<file path="src/rtl/container_discipline_checker_top_defines.svh">
// ----------------------------------------------------------------------------
// container_discipline_checker_top_defines.svh
// Assertion macros shared by the container discipline checker RTL.
// ----------------------------------------------------------------------------
`ifndef CONTAINER_DISCIPLINE_CHECKER_TOP_DEFINES_SVH
`define CONTAINER_DISCIPLINE_CHECKER_TOP_DEFINES_SVH

// Same-cycle implication, checked outside reset.
`define CDC_ASSERT_SAME(lbl, ante, cons) \
  lbl: assert property (@(posedge clk) disable iff (!rst_n) (ante) |-> (cons)) \
    else $error("cdc assertion failed");

// Next-cycle implication, checked outside reset.
`define CDC_ASSERT_NEXT(lbl, ante, cons) \
  lbl: assert property (@(posedge clk) disable iff (!rst_n) (ante) |=> (cons)) \
    else $error("cdc assertion failed");

`endif

</file>
<file path="src/rtl/cdc_pkg.sv">
// ----------------------------------------------------------------------------
// cdc_pkg
// Types, constants and the verdict encoder of the container discipline checker.
// ----------------------------------------------------------------------------
package cdc_pkg;

  localparam int DEPTH_DEF      = 256;
  localparam int VALUE_BITS_DEF = 32;
  localparam int IN_VALUE_W     = 32;
  localparam int VERDICT_W      = 3;

  localparam logic [VERDICT_W-1:0] V_IMPOSSIBLE = 3'd0;
  localparam logic [VERDICT_W-1:0] V_NOT_SURE   = 3'd1;
  localparam logic [VERDICT_W-1:0] V_QUEUE      = 3'd2;
  localparam logic [VERDICT_W-1:0] V_PRIO_QUEUE = 3'd3;
  localparam logic [VERDICT_W-1:0] V_STACK      = 3'd4;

  // per-cycle command to every cell of the sorted chain
  typedef struct packed {
    logic clear;
    logic push;
    logic pop;
  } cell_ctl_t;

  function automatic logic [VERDICT_W-1:0] verdict_f(input logic f, input logic h,
                                                     input logic l);
    logic [1:0] n;
    n = {1'b0, f} + {1'b0, h} + {1'b0, l};
    if (n == 2'd0)      verdict_f = V_IMPOSSIBLE;
    else if (n != 2'd1) verdict_f = V_NOT_SURE;
    else if (f)         verdict_f = V_QUEUE;
    else if (h)         verdict_f = V_PRIO_QUEUE;
    else                verdict_f = V_STACK;
  endfunction

endpackage

</file>
<file path="src/rtl/cdc_cell.sv">
// ----------------------------------------------------------------------------
// cdc_cell
// One slot of the descending sorted chain that models the max-priority queue.
// ----------------------------------------------------------------------------
module cdc_cell import cdc_pkg::*; #(
  parameter int VALUE_BITS = VALUE_BITS_DEF
) (
  input  logic                  clk,
  input  logic                  rst_n,
  input  cell_ctl_t             ctl,
  input  logic [VALUE_BITS-1:0] v,
  input  logic                  prev_ge,
  input  logic [VALUE_BITS-1:0] prev_val,
  input  logic                  prev_occ,
  input  logic [VALUE_BITS-1:0] next_val,
  input  logic                  next_occ,
  output logic [VALUE_BITS-1:0] val_o,
  output logic                  occ_o,
  output logic                  ge_o
);

  logic [VALUE_BITS-1:0] val_r;
  logic                  occ_r;

  assign val_o = val_r;
  assign occ_o = occ_r;
  assign ge_o  = occ_r && (val_r >= v);

  always_ff @(posedge clk) begin
    if (!rst_n) begin
      occ_r <= 1'b0;
    end else if (ctl.clear) begin
      occ_r <= 1'b0;
    end else if (ctl.push) begin
      occ_r <= occ_r | prev_occ;
    end else if (ctl.pop) begin
      occ_r <= next_occ;
    end
  end

  // push: keep if not smaller, take v at the insertion point, else shift down
  always_ff @(posedge clk) begin
    if (ctl.push) begin
      if (!ge_o) begin
        val_r <= prev_ge ? v : prev_val;
      end
    end else if (ctl.pop) begin
      val_r <= next_val;
    end
  end

endmodule

</file>
<file path="config.mk">
export PLATFORM = sky130hd
export DESIGN_NAME = cdc_cell
export DESIGN_NICKNAME = d
export VERILOG_FILES = /design/src/rtl/container_discipline_checker_top_defines.svh /design/src/rtl/cdc_pkg.sv /design/src/rtl/cdc_cell.sv
export SDC_FILE = /design/constraint.sdc
export NUM_CORES = 1
export LEC_CHECK = 0
export BUFFER_PORTS_ARGS = -buffer_cell sky130_fd_sc_hd__buf_2
export CAP_MARGIN = 20
export CELL_PAD_IN_SITES_DETAIL_PLACEMENT = 2
export CELL_PAD_IN_SITES_GLOBAL_PLACEMENT = 2
export CORE_MARGIN = 5
export CORE_UTILIZATION = 25
export CTS_CLUSTER_DIAMETER = 120
export CTS_CLUSTER_SIZE = 20
export DETAILED_ROUTE_END_ITERATION = 10
export PLACE_DENSITY = 0.78
export SYNTH_ARGS = -nofsm -noshare
export SYNTH_HDL_FRONTEND = slang
export SYNTH_SLANG_ARGS = --single-unit
</file>
<file path="constraint.sdc">
create_clock -name clk -period 3.7 [get_ports clk]
set_input_delay 0.185 -clock clk [delete_from_list [all_inputs] [get_ports clk]]
set_output_delay 0.185 -clock clk [all_outputs]
set_load 0.01 [all_outputs]
</file>
==> results.sh <==
export IMPL_route_detailed_wl_per_inst_um=16.02
export IMPL_crit_required_ns=3.51
export IMPL_rsz0062_at_grt="false"
export IMPL_io_pins=138
export IMPL_firstDrtPassIters=3
export IMPL_crit_path_max_fanout=3
export IMPL_synthAdderAreaFrac=0.1597
export IMPL_path_delay_family="compound AO/OA/AOI/OAI gates"
export IMPL_postCtsSetupRepairBufs=0
export IMPL_cts_made_buffers=5
export IMPL_start_util=0.2565
export IMPL_start_kind="register"
export IMPL_crit_path_cell_trace="ha_1, and4_2, o211ai_2, o32a_1, a21oi_2, o21a_1, buf_2"
export IMPL_synth_compound_area_frac=0.1407
export IMPL_drive_gt1_frac=0.3810
export IMPL_area_growth_pct=36.38
export IMPL_cts_tree="built"
export IMPL_fillers=1157
export IMPL_die_y_um=110.1
export IMPL_gr_total_overflow=0
export IMPL_yosys_area_share_simple=0.1068
export IMPL_arrival_ns=2.17
export IMPL_clock_sinks=33
export IMPL_hold_viol_final=0
export IMPL_rr_startpoint="val_o[19]"
export IMPL_synth_xor_area_frac=0
export IMPL_critPathBufInv=1
export IMPL_hold_path_class="input pin to register"
export IMPL_synth_top_family_by_area="adder cells"
export IMPL_ys_seq_area_frac=0.3912
export IMPL_leakage_uw=0.001740
export IMPL_crit_path_start="val_o[11]"
export IMPL_layout_area_seq_um2=980.9
export IMPL_grt_start_max_net_pins=41
export IMPL_drt_iter0_markers=36
export IMPL_synth_cell_types=31
export IMPL_nets=534
export IMPL_ys_ff_latch=33
export IMPL_min_path_cells=2
export IMPL_finalNonFillerCells=532
export IMPL_cp_slowest_cell="edfxtp_1"
export IMPL_via_per_inst=4.596
export IMPL_grt_pass1_vias=2878
export IMPL_totalNegativeSetupSlack_ns=0
export IMPL_via_count=2445
export IMPL_p_clk_frac=0.238
export IMPL_yosys_area_top_type="edfxtp_1"
export IMPL_fmax_mhz=424.6
export IMPL_tightest_slew_ns=1.019
export IMPL_grt_util_all_layers=0.1421
export IMPL_ctsResizeCount=0
export IMPL_max_stage_delay_ns=0.41
export IMPL_cp_end_kind="output pin"
export IMPL_dp_cells=524
export IMPL_r2r_cells=7
export IMPL_port_buffers=137
export IMPL_muxShareOfSynthArea=0.1277
export IMPL_cap_violations=0
export IMPL_swShare=0.3118
export IMPL_skew_ns=0.006662
export IMPL_netlist_area_um2=2507
export IMPL_path_clk_slew_ns=0.07
export IMPL_avgSynthCellArea_um2=9.570
export IMPL_drc=0
export IMPL_slew_violations=0
export IMPL_die_x_um=110.1
export IMPL_core_area_um2=9774
export IMPL_hp_start="ctl[2]"
export IMPL_crit_type="register to output pin"
export IMPL_fin_crit_ns=2.355
export IMPL_combPwrFrac=0.319
export IMPL_insertion_delay_ns=0.28
export IMPL_period_share=0.6365
export IMPL_synth_cells=262
export IMPL_irDropWorstVdd_v=0.0001225
export IMPL_pwr_share_seq=0.442
export IMPL_dpl_hpwl_um=7281
export IMPL_routabilityCongestion=0.7326
export IMPL_h_tree_depth=2
export IMPL_power_switching_uw=343.7
export IMPL_ctsLongestPathBuffers=2
export IMPL_finish_utilization=0.3498
export IMPL_drt_total_wl_um=8520
export IMPL_synthDominantCellAreaShare=0.3832
export IMPL_relSlewSlack=0.3204
export IMPL_antenna_found_initial=0
export IMPL_p_int_uw=758.7
export IMPL_antenna_cells=0
export IMPL_p_per_area_nw_per_um2=322.4
export IMPL_drtAntennaViolNets=0
export IMPL_grt_pass1_wl_um=13520
export IMPL_synthesis_nets=398
export IMPL_finalSetupViolations=0
export IMPL_rows=36
export IMPL_crit_cells=7
export IMPL_multi_input_area_um2=1353
export IMPL_root_buffer="clkbuf_8"
export IMPL_hold_ws_ns=0.07908
export IMPL_yosys_top_cells_area="edfxtp_1, ha_1, mux2i_1"
export IMPL_status="complete, no violations"
export IMPL_ctsHoldBuffers=0
export IMPL_dieArea_um2=12130
export IMPL_ys_warn_count=0
==> worst paths after layout <==
| kind | end | slack [ns] |
|---|---|---|
| setup / recovery | ge_o | 1.34 |
| hold / removal | occ_o | 0.08 |
| setup reg to reg | val_o[28] | 1.39 |
| hold reg to reg | occ_o | 0.65 |
==> flip-flops by register name, indices dropped and copies added (netlist names) <==
register	flops
val_o	32
occ_o	1
==> power by group through the flow <==
stage	clock network, uW	registers (uW)	logic (uW)
6_report	263	488	352
5_1_grt	287	494	403
4_1_cts	275	489	365
3_5_place_dp	0	497	362
3_3_place_gp	0	494	345
2_1_floorplan	0	517	170
==> layer usage <==
| layer | track usage | up-vias | wire length [um] |
|---|---|---|---|
| met1 | 0.1515 | 1156 | 3224 |
| met3 | 0.04659 | 4 | 665 |
| met5 | 0 | - | 0 |
| li1 | - | 1206 | - |
| met2 | 0.2751 | 79 | 4596 |
| met4 | 0.02111 | 0 | 34 |
==> cell families after synthesis <==
group	after synthesis
AO/OA/AOI/OAI	61
adder cells (fa/ha/maj)	32
buffers and inverters	46
flip-flops	33
multiplexers	32
AND/OR/NAND/NOR	58
==> stage by stage <==
stage / power, uW / instance area, um^2 / worst slack [ns]
after global routing: 1184 / 3420 / 1.134
final: 1102 / 3420 / 1.345
after global placement: 839.3 / 3339 / 1.392
after CTS: 1128 / 3420 / 1.290
after floorplan: 687.3 / 2507 / 0.3439
after detailed placement: 859.0 / 3339 / 1.345
==> cell usage after synthesis, drive strengths merged <==
library cell / count
a2111oi: 2
a211oi: 1
a21oi: 46
a221oi: 2
and4: 3
buf: 6
clkbuf: 5
dfxtp: 1
edfxtp: 32
ha: 32
inv: 35
mux2i: 32
nand2: 11
nand2b: 2
nand3: 3
nand4: 4
nor2: 33
nor2b: 1
nor4: 1
o211ai: 1
o21a: 3
o21ai: 5
o32a: 1
==> area by class of cell <==
type / count / share of cell area
repair buffers: 140 / 0.2071
well taps: 133 / 0.04866
flip-flops and latches: 33 / 0.2869
inverters: 35 / 0.03842
clock buffers: 8 / 0.02342
multi-input cells: 183 / 0.3955
==> cell usage in the layout, fill, tap and decap left out, types with 2 or more instances in the layout <==
cell type / count
o21ai_0: 3
nand4_1: 4
nand2_1: 11
inv_1: 35
clkbuf_1: 3
a21oi_1: 45
buf_2: 137
o21a_1: 3
a221oi_1: 2
buf_4: 3
nor2_1: 33
ha_1: 32
edfxtp_1: 32
mux2i_1: 32
clkbuf_8: 5
nand3_1: 3
(Power assumes the default switching activity.)
